### config.mk
export PLATFORM = sky130hd
export DESIGN_NAME = sbus_frame_parser_core
export DESIGN_NICKNAME = d
export VERILOG_FILES = /design/src/hdl/sfp_pkg.sv /design/src/hdl/sfp_front.sv /design/src/hdl/sfp_queue.sv /design/src/hdl/sfp_back.sv /design/src/hdl/sbus_frame_parser_core.sv
export SDC_FILE = /design/constraint.sdc
export NUM_CORES = 1
export LEC_CHECK = 0
export ABC_AREA = 1
export BUFFER_PORTS_ARGS = -buffer_cell sky130_fd_sc_hd__buf_2
export CAP_MARGIN = 20
export CORE_ASPECT_RATIO = 1.1
export CORE_UTILIZATION = 50
export CTS_CLUSTER_DIAMETER = 40
export DETAILED_ROUTE_END_ITERATION = 8
export HOLD_SLACK_MARGIN = 0.03
export PLACE_DENSITY = 0.66
export SYNTH_ARGS = -nofsm -noshare
export SYNTH_HDL_FRONTEND = slang
export SYNTH_SLANG_ARGS = --single-unit
### constraint.sdc
create_clock -name aclk -period 23.2 [get_ports aclk]
set_input_delay 1.16 -clock aclk [delete_from_list [all_inputs] [get_ports aclk]]
set_output_delay 1.16 -clock aclk [all_outputs]
set_load 0.005 [all_outputs]
### src/hdl/sfp_pkg.sv
// shared constants and types for the sbus frame parser
package sfp_pkg;

    localparam int FRAME_BYTES   = 25;
    localparam int CHANNEL_BITS  = 11;
    localparam int NUM_CHANNELS  = 16;
    localparam int INDEX_BITS    = $clog2(NUM_CHANNELS);
    localparam int COUNT_BITS    = $clog2(FRAME_BYTES + 1);
    // bytes 1 to 23 of a frame: payload plus flags byte
    localparam int STORE_BYTES   = FRAME_BYTES - 2;
    localparam int STORE_BITS    = STORE_BYTES * 8;
    localparam int PAYLOAD_BITS  = NUM_CHANNELS * CHANNEL_BITS;
    localparam int FLAGS_LSB     = (STORE_BYTES - 1) * 8;
    localparam int LOST_BIT      = FLAGS_LSB + 2;
    localparam int FAILSAFE_BIT  = FLAGS_LSB + 3;
    localparam int QUEUE_DEPTH   = 2;

    localparam logic [7:0] START_MARK = 8'h0F;
    localparam logic [7:0] END_MARK   = 8'h00;

    // one complete good frame, handed from front to back
    typedef struct packed {
        logic [PAYLOAD_BITS-1:0] payload;
        logic                    frame_lost;
        logic                    failsafe;
    } frame_t;

endpackage

### src/hdl/sfp_front.sv
// front end: start detection, byte counting and frame collection
module sfp_front (
    input  logic            aclk,
    input  logic            aresetn,
    input  logic            byte_valid,
    input  logic [7:0]      byte_data,
    output logic            push,
    output sfp_pkg::frame_t push_frame
);

    logic                                in_frame_reg, in_frame_next;
    logic [sfp_pkg::COUNT_BITS-1:0]      count_reg, count_next;
    logic [sfp_pkg::STORE_BITS-1:0]      store_reg, store_next;
    logic                                frame_done;

    // last byte of the frame arrives while bytes 1 to 23 are stored
    assign frame_done = in_frame_reg
                      && (count_reg == sfp_pkg::COUNT_BITS'(sfp_pkg::FRAME_BYTES - 1));

    always_comb begin
        in_frame_next = in_frame_reg;
        count_next    = count_reg;
        store_next    = store_reg;
        if (byte_valid) begin
            if (!in_frame_reg) begin
                if (byte_data == sfp_pkg::START_MARK) begin
                    in_frame_next = 1'b1;
                    count_next    = sfp_pkg::COUNT_BITS'(1);
                end
            end else if (frame_done) begin
                in_frame_next = 1'b0;
                count_next    = '0;
            end else begin
                // newest byte enters at the top, frame byte 1 ends at the bottom
                store_next = {byte_data, store_reg[sfp_pkg::STORE_BITS-1:8]};
                count_next = count_reg + sfp_pkg::COUNT_BITS'(1);
            end
        end
    end

    always_ff @(posedge aclk) begin
        if (!aresetn) begin
            in_frame_reg <= 1'b0;
            count_reg    <= '0;
        end else begin
            in_frame_reg <= in_frame_next;
            count_reg    <= count_next;
        end
    end

    always_ff @(posedge aclk) begin
        store_reg <= store_next;
    end

    assign push = byte_valid && frame_done && (byte_data == sfp_pkg::END_MARK);
    assign push_frame.payload    = store_reg[sfp_pkg::PAYLOAD_BITS-1:0];
    assign push_frame.frame_lost = store_reg[sfp_pkg::LOST_BIT];
    assign push_frame.failsafe   = store_reg[sfp_pkg::FAILSAFE_BIT];

endmodule

### src/hdl/sfp_queue.sv
// small frame queue between front end and channel emitter
module sfp_queue #(
    parameter int DEPTH = sfp_pkg::QUEUE_DEPTH
) (
    input  logic            aclk,
    input  logic            aresetn,
    input  logic            push,
    input  sfp_pkg::frame_t push_frame,
    output logic            full,
    input  logic            pop,
    output logic            not_empty,
    output sfp_pkg::frame_t head_frame
);

    localparam int PTR_W = (DEPTH > 1) ? $clog2(DEPTH) : 1;
    localparam int CNT_W = $clog2(DEPTH + 1);

    sfp_pkg::frame_t   entry_reg [DEPTH];
    logic [PTR_W-1:0]  wr_ptr_reg, wr_ptr_next;
    logic [PTR_W-1:0]  rd_ptr_reg, rd_ptr_next;
    logic [CNT_W-1:0]  fill_reg, fill_next;

    assign full       = (fill_reg == CNT_W'(DEPTH));
    assign not_empty  = (fill_reg != '0);
    assign head_frame = entry_reg[rd_ptr_reg];

    function automatic logic [PTR_W-1:0] bump(input logic [PTR_W-1:0] p);
        logic [PTR_W-1:0] r;
        r = (p == PTR_W'(DEPTH - 1)) ? '0 : p + PTR_W'(1);
        return r;
    endfunction

    always_comb begin
        wr_ptr_next = push ? bump(wr_ptr_reg) : wr_ptr_reg;
        rd_ptr_next = pop  ? bump(rd_ptr_reg) : rd_ptr_reg;
        fill_next   = fill_reg;
        if (push && !pop) begin
            fill_next = fill_reg + CNT_W'(1);
        end else if (pop && !push) begin
            fill_next = fill_reg - CNT_W'(1);
        end
    end

    always_ff @(posedge aclk) begin
        if (!aresetn) begin
            wr_ptr_reg <= '0;
            rd_ptr_reg <= '0;
            fill_reg   <= '0;
        end else begin
            wr_ptr_reg <= wr_ptr_next;
            rd_ptr_reg <= rd_ptr_next;
            fill_reg   <= fill_next;
        end
    end

    always_ff @(posedge aclk) begin
        if (push) begin
            entry_reg[wr_ptr_reg] <= push_frame;
        end
    end

endmodule

### src/hdl/sfp_back.sv
// channel emitter: walks one frame out as 16 channel words
module sfp_back (
    input  logic                           aclk,
    input  logic                           aresetn,
    input  logic                           frame_avail,
    input  sfp_pkg::frame_t                frame_in,
    output logic                           pop,
    output logic                           out_valid,
    input  logic                           out_ready,
    output logic [sfp_pkg::INDEX_BITS-1:0] out_index,
    output logic [sfp_pkg::CHANNEL_BITS-1:0] out_value,
    output logic                           out_lost,
    output logic                           out_failsafe,
    output logic                           out_last
);

    logic                              busy_reg, busy_next;
    logic [sfp_pkg::INDEX_BITS-1:0]    chan_reg, chan_next;
    logic [sfp_pkg::PAYLOAD_BITS-1:0]  data_reg, data_next;
    logic                              lost_reg, lost_next;
    logic                              fs_reg, fs_next;
    logic                              is_last;
    logic                              take;

    assign is_last = (chan_reg == sfp_pkg::INDEX_BITS'(sfp_pkg::NUM_CHANNELS - 1));
    assign take    = busy_reg && out_ready;
    // load the next frame when idle or as the last channel leaves
    assign pop     = frame_avail && (!busy_reg || (take && is_last));

    always_comb begin
        busy_next = busy_reg;
        chan_next = chan_reg;
        data_next = data_reg;
        lost_next = lost_reg;
        fs_next   = fs_reg;
        if (pop) begin
            busy_next = 1'b1;
            chan_next = '0;
            data_next = frame_in.payload;
            lost_next = frame_in.frame_lost;
            fs_next   = frame_in.failsafe;
        end else if (take) begin
            if (is_last) begin
                busy_next = 1'b0;
            end
            chan_next = chan_reg + sfp_pkg::INDEX_BITS'(1);
            data_next = data_reg >> sfp_pkg::CHANNEL_BITS;
        end
    end

    always_ff @(posedge aclk) begin
        if (!aresetn) begin
            busy_reg <= 1'b0;
            chan_reg <= '0;
        end else begin
            busy_reg <= busy_next;
            chan_reg <= chan_next;
        end
    end

    always_ff @(posedge aclk) begin
        data_reg <= data_next;
        lost_reg <= lost_next;
        fs_reg   <= fs_next;
    end

    assign out_valid    = busy_reg;
    assign out_index    = chan_reg;
    assign out_value    = data_reg[sfp_pkg::CHANNEL_BITS-1:0];
    assign out_lost     = lost_reg;
    assign out_failsafe = fs_reg;
    assign out_last     = is_last;

endmodule

### src/hdl/sbus_frame_parser_core.sv
// top level of the sbus frame parser: front end, frame queue, channel emitter
//
//  channel  direction  ports                                  word
//  s_       in         s_valid s_ready s_rx_byte              one received byte
//  m_       out        m_valid m_ready m_channel_index ...    one decoded channel
//
// bytes are taken one per cycle whenever the frame queue has room
// a good frame yields 16 words, one per cycle while m_ready is high; the first
//   is valid at the earliest once the frame is written into the queue and then loaded into the emitter
// the emitter holds one frame and the queue QUEUE_DEPTH more, so input stalls
//   only when that many frames wait behind a stalled output
// reset is synchronous, active low: parser back to waiting for the start byte,
//   queue empty, no word pending
module sbus_frame_parser_core #(
    parameter int QUEUE_DEPTH = sfp_pkg::QUEUE_DEPTH
) (
    input  logic                             aclk,
    input  logic                             aresetn,
    // byte input
    input  logic                             s_valid,
    output logic                             s_ready,
    input  logic [7:0]                       s_rx_byte,
    // channel output
    output logic                             m_valid,
    input  logic                             m_ready,
    output logic [sfp_pkg::INDEX_BITS-1:0]   m_channel_index,
    output logic [sfp_pkg::CHANNEL_BITS-1:0] m_channel_value,
    output logic                             m_frame_lost,
    output logic                             m_failsafe,
    output logic                             m_last
);

    logic            q_full;
    logic            q_not_empty;
    logic            q_push;
    logic            q_pop;
    logic            byte_take;
    sfp_pkg::frame_t push_frame;
    sfp_pkg::frame_t head_frame;

    // a full queue holds off bytes, so a completing frame always has a slot
    assign s_ready   = !q_full;
    assign byte_take = s_valid && s_ready;

    // start detection, counting and byte collection
    sfp_front u_front (
        .aclk       (aclk),
        .aresetn    (aresetn),
        .byte_valid (byte_take),
        .byte_data  (s_rx_byte),
        .push       (q_push),
        .push_frame (push_frame)
    );

    // decouples byte intake from channel output
    sfp_queue #(
        .DEPTH (QUEUE_DEPTH)
    ) u_queue (
        .aclk       (aclk),
        .aresetn    (aresetn),
        .push       (q_push),
        .push_frame (push_frame),
        .full       (q_full),
        .pop        (q_pop),
        .not_empty  (q_not_empty),
        .head_frame (head_frame)
    );

    // unpacks 11-bit channels lsb first, one per accepted word
    sfp_back u_back (
        .aclk         (aclk),
        .aresetn      (aresetn),
        .frame_avail  (q_not_empty),
        .frame_in     (head_frame),
        .pop          (q_pop),
        .out_valid    (m_valid),
        .out_ready    (m_ready),
        .out_index    (m_channel_index),
        .out_value    (m_channel_value),
        .out_lost     (m_frame_lost),
        .out_failsafe (m_failsafe),
        .out_last     (m_last)
    );

endmodule
Word-level counts from Yosys, hierarchy flattened
Memories as Yosys holds them, arrays and structs flattened. A register that Yosys moved wholly into a read port is not among the register bits.
Index checks and enable logic that the tools add are counted.
{"block": "word_totals", "n_memories": 1, "out_inout_bits": 20, "word_cells": 67, "in_bits": 12, "mem_bits_rw": 356, "mem_bits_ro": 0, "latch_bits": 0, "regBits": 377}
{"block": "op_classes", "order_cmp": 0, "add_sub_neg": 6, "mux": 19, "multipliers": 0, "bitwise_logic": 2, "shift": 0, "eq_ne": 4, "div_mod_pow": 0, "reduce_logical": 24}
{"memory": "u_queue.entry_reg", "depth": 2, "word_bits": 178, "rd": 1, "rd_clocked_by_memory_dff": 1, "wr": 1, "line_no": "sfp_queue.sv:18", "rtl": "sfp_pkg::frame_t entry_reg [DEPTH];"}
{"cell": "2-to-1 mux 176 bit", "count": 2}
{"cell": "2-to-1 mux 5 bit", "count": 3}
{"cell": "2-to-1 mux 1 bit", "count": 12}
{"cell": "nonzero test 2 bit", "count": 5}
{"cell": "logical AND 1 bit", "count": 9}
{"cell": "== test 8 x 4 -> 1 bit, second input constant", "count": 1}
{"cell": "zero test 8 bit", "count": 1}
{"cell": "adder 5 x 1 -> 5 bit, second input constant", "count": 1}
{"cell": "== test 5 bit, second input constant", "count": 1}
{"cell": "adder 4 x 1 -> 4 bit, second input constant", "count": 1}
{"cell": "== test 4 bit, second input constant", "count": 1}
{"cell": "zero test 1 bit", "count": 4}
{"cell": "2-to-1 mux 2 bit", "count": 2}
{"cell": "AND reduction 2 bit", "count": 2}
{"cell": "AND reduction 3 bit", "count": 1}
{"cell": "adder 1 bit, second input constant", "count": 2}
{"cell": "adder 2 x 1 -> 2 bit, second input constant", "count": 1}
{"cell": "== test 2 bit, second input constant", "count": 1}
{"cell": "inverter 1 bit", "count": 2}
{"cell": "OR reduction 2 bit", "count": 1}
{"cell": "subtractor 2 x 1 -> 2 bit, second input constant", "count": 1}
{"cell": "logical OR 1 bit", "count": 1}

Depth between registers and ports, before layout
{"block": "logic_depth", "depth_word": 9, "mapped_depth": 13, "depth_no_buf": 13}

By module
From an unflattened synthesis, not the netlist that was laid out.
{"block": "unflattened", "cells_unflattened": 1817, "area_unflattened_um2": 28921.5}
{"mod": "sfp_queue", "cells_per_inst": 589, "n_inst": 1, "area_each_um2": 13495.4, "seq_area_each_um2": 10790.3}
{"mod": "sfp_back", "cells_per_inst": 799, "n_inst": 1, "area_each_um2": 8137.8, "seq_area_each_um2": 5445.2}
{"mod": "sfp_front", "cells_per_inst": 426, "n_inst": 1, "area_each_um2": 7274.5, "seq_area_each_um2": 5645.4}
{"mod": "sbus_frame_parser_core", "cells_per_inst": 3, "n_inst": 1, "area_each_um2": 13.8, "seq_area_each_um2": 0.0}

Worst setup path after synthesis
OpenSTA, ideal clock, no wires.
{"block": "synth_path", "path_kind": "input to register", "start": "input s_valid", "end": "register u_front.store_reg[0] in the netlist's numbering, enable pin", "t_required_ps": 22245, "t_arrival_ps": 13846, "n_path_buf": 0, "path_slack_ps": 8398, "setup_time_ps": 955, "path_stages": 2, "cell_sequence": "nand2_1 -> nor3_1"}
{"block": "synth_between", "elab_chain_cells": 2}
{"item": "start, declared", "line_no": "sbus_frame_parser_core.sv:20", "rtl": "input logic s_valid,"}
{"item": "logical AND 1 bit", "line_no": "sbus_frame_parser_core.sv:43", "rtl": "assign byte_take = s_valid && s_ready;"}
{"item": "AND reduction 3 bit (no source line)"}
{"item": "end signal, assigned", "line_no": "sfp_front.sv:52", "rtl": "store_reg <= store_next;"}
{"item": "end, declared", "line_no": "sfp_front.sv:13", "rtl": "logic [sfp_pkg::STORE_BITS-1:0] store_reg, store_next;"}
Every way passes these cells.
A chain may end at the register's enable or synchronous reset.

Final worst setup path
{"block": "layout_path", "start": "input m_ready", "end": "register u_back.data_reg[24] in the netlist's numbering (data pin)"}
{"block": "layout_between", "elab_chain_cells": 5}
{"item": "start, declared", "line_no": "sbus_frame_parser_core.sv:25", "rtl": "input logic m_ready,"}
{"item": "logical AND 1 bit", "line_no": "sfp_back.sv:26", "rtl": "assign take = busy_reg && out_ready;"}
{"item": "logical AND 1 bit", "line_no": "sfp_back.sv:28", "rtl": "assign pop = frame_avail && (!busy_reg || (take && is_last));"}
{"item": "logical OR 1 bit", "line_no": "sfp_back.sv:28"}
{"item": "logical AND 1 bit", "line_no": "sfp_back.sv:28"}
{"item": "2-to-1 mux 176 bit", "line_no": "sfp_back.sv:36", "rtl": "if (pop) begin"}
{"item": "named net u_back.data_next, one bit", "line_no": "sfp_back.sv:19", "rtl": "logic [sfp_pkg::PAYLOAD_BITS-1:0] data_reg, data_next;"}
{"item": "end signal, assigned", "line_no": "sfp_back.sv:62", "rtl": "data_reg <= data_next;"}
{"item": "end, declared", "line_no": "sfp_back.sv:19"}
The timed path passes the listed nets, and every way through them passes these cells.

==> results_dict.tcl <==
set metrics [dict create \
    multi_input_area_um2 3786 \
    yosysTopAreaCell "edfxtp_1" \
    min_period_over_period 0.1746 \
    peakVddDrop_mv 0.1690 \
    yosys-top-cells-area "edfxtp_1 82%, nor2_1 4.9%, o31ai_1 4.7%, nand2_1 3.2%, dfxtp_1 1.2%" \
    cts_resized 0 \
    netlist_top_cells_count "718 x edfxtp_1, 345 x nor2_1, 226 x nand2_1, 164 x o31ai_1, 41 x clkbuf_1" \
    cp-startpoint "m_ready" \
    critPathSlowestCell "buf_4" \
    drv_slew 0 \
    die-area_um2 53410 \
    start_util 0.5087 \
    cp_max_fo 103 \
    syn_to_final_growth_pct 13.11 \
    hpwl_mm 20.58 \
    p_leak_nw 10.14 \
    rows 87 \
    fin_util 0.5753 \
    layout.nets 1698 \
    grt_pass1_wl_mm 69.23 \
    worst_pin_slew_ps 1192 \
    vias 12940 \
    synth_area_per_cell_um2 16.00 \
    synth-seq-area-share 0.8337 \
    start_kind "input port" \
    core_um2 51600 \
    htreeDepth 3 \
    power.total_mw 3.956 \
    netlist.area_leader.share 0.8215 \
    cellPowerDensity_nw_per_um2 133.2 \
    cts_tree "yes" \
    cts.sinks 734 \
    overflow 0 \
    drive_gt1_frac 0.1115 \
    ant_nets 0 \
    yosysMostFrequentCell "edfxtp_1" \
    largest_reg_flops 356 \
    crit_top_cell "buf_4" \
    first_iter_violations 1037 \
    fin_skew_ps 20.64 \
    clk_path_buf_depth 3 \
    fp.dieW_um 220.4 \
    fillers 3789 \
    clock.fmax_ghz 0.2468 \
    grt_pass1_vias 13520 \
    tns_ps 0 \
    first_pass_iters 5 \
    timing.slew.headroom 0.2055 \
    cp_data_required_time_ps 23610 \
    place.gp.congestion 0.7239 \
    ys_ff_latch 734 \
    boundaryPins 32 \
    arrival_ps 4460 \
    cpPeakStageDelay_ps 980 \
    rsz0062_at_grt "false" \
    instances_no_fill 2416 \
    cap_violations 0 \
    clk-insertion-delay-late_ps 610 \
    wl_per_cell_um 18.17 \
    die-height_um 242.3 \
    holdWs_ps 419.6 \
    endpoint_kind "register" \
    critPathKind "input port to register" \
    drc 0 \
    period_minus_slack_ps 4052 \
    outcome "completed" \
    ff_latch_area_um2 21880 \
    rr_startpoint "u_back.out_index[0]$_SDFFE_PP0P_" \
    grt_use_total 0.1668 \
    via_per_inst 5.358 \
    n_antenna_cell 0 \
    synth_nets 1656 \
    root_buffer "clkbuf_16" \
    antenna_found_initial 0 \
    synth_edf_count 718 \
    hold_viol 0 \
    synth.distinct_cells 25 \
    placed_cells_incl_taps 2264 \
    totalWireLength_mm 43.90 \
    setup_viol 0 \
    port_buffers 31 \
    numCtsBuffers 83 \
    cts_hold_buf 0 \
    critical_path.cell_chain "buf_2 -> nand2_2 -> o21ai_1 -> nand2_4 -> buf_4 -> buf_4 -> nand2_1 -> o31ai_1" \
    async_flop_share 0 \
    grt_max_degree 168 \
    yosysWarnings 0 \
    hp-class "register to register" \
    path_clk_slew_ps 60 \
    cts_setup_buffers 0 \
    min_from "u_front.store_reg[176]$_DFFE_PP_" \
    synth_cells 1640 \
    syn_area_um2 26250 \
    ys.flop_type "edfxtp_1" \
]
layout by cell type (no fill, tap or decap), types with 2 or more instances in the layout:
cell        instances
buf_2              31
clkbuf_1           13
ha_1                4
nor3_1              2
nand2_1           225
xor2_1              4
a21oi_1            16
edfxtp_1          718
clkinv_2            7
clkbuf_16          86
clkinv_4            3
o31ai_1           164
nor2_1            343
dfxtp_1            15
inv_6              11
buf_4              12
inv_8               4
buf_12              2
a21oi_2             8
o21ai_0             4
nand4_1             3
clkinvlp_4         13
nor2_4              2
nand3_1             8
bufinv_16           8
clkinv_1            8
inv_1              25
cell type report:
class	instances	share of cell area
sequential	734	0.7372
multi-input combinational	791	0.1275
clock buffer	99	0.07414
tap	667	0.02811
clock inverter	53	0.01981
timing repair buffer	45	0.009610
inverter	27	0.003583
worst max-delay path: cells and delay by family:
| family | cells | cell delay [ps] |
|---|---|---|
| buffers and inverters | 3 | 2000 |
| and+or+nand+nor | 3 | 900 |
| AOI/OAI and AO/OA | 2 | 290 |
logic make-up after synthesis:
group | after synthesis | synth area share
simple gates | 587 | 0.08495
xor+xnor | 5 | 0.001668
fa+ha+maj | 4 | 0.001907
buf+inv | 115 | 0.02350
flops | 734 | 0.8337
compound gates | 195 | 0.05425
report_power, final:
group          leakage, nW  internal [mW]  switching, mW
combinational         2.13          0.219          0.589
sequential            6.69           1.78         0.0695
clock                 1.32          0.779          0.519
total                 10.1           2.78           1.18
layer usage:
| layer | global-route usage | wire, um |
|---|---|---|
| met1 | 0.2011 | 18230 |
| met2 | 0.2958 | 23220 |
| met3 | 0.03377 | 1486 |
| met4 | 0.05538 | 956 |
| met5 | 0 | 0 |
through the flow:
stage	setup slack (ps)	cell area, um2
3_5_place_dp	18580	26900
4_1_cts	19170	29690
2_1_floorplan	8398	26250
6_report	19150	29690
5_1_grt	18880	29690
3_3_place_gp	18670	26900
path summary, 6_finish.rpt:
kind | endpoint | slack (ps) | depth (start not counted)
min reg2reg | u_front.store_reg[168]$_DFFE_PP_ | 420 | 0
min | u_front.store_reg[168]$_DFFE_PP_ | 420 | 0
max reg2reg | u_back.data_reg[24]$_DFFE_PP_ | 19280 | 8
max | u_back.data_reg[24]$_DFFE_PP_ | 19150 | 8
(Power assumes the default switching activity.)
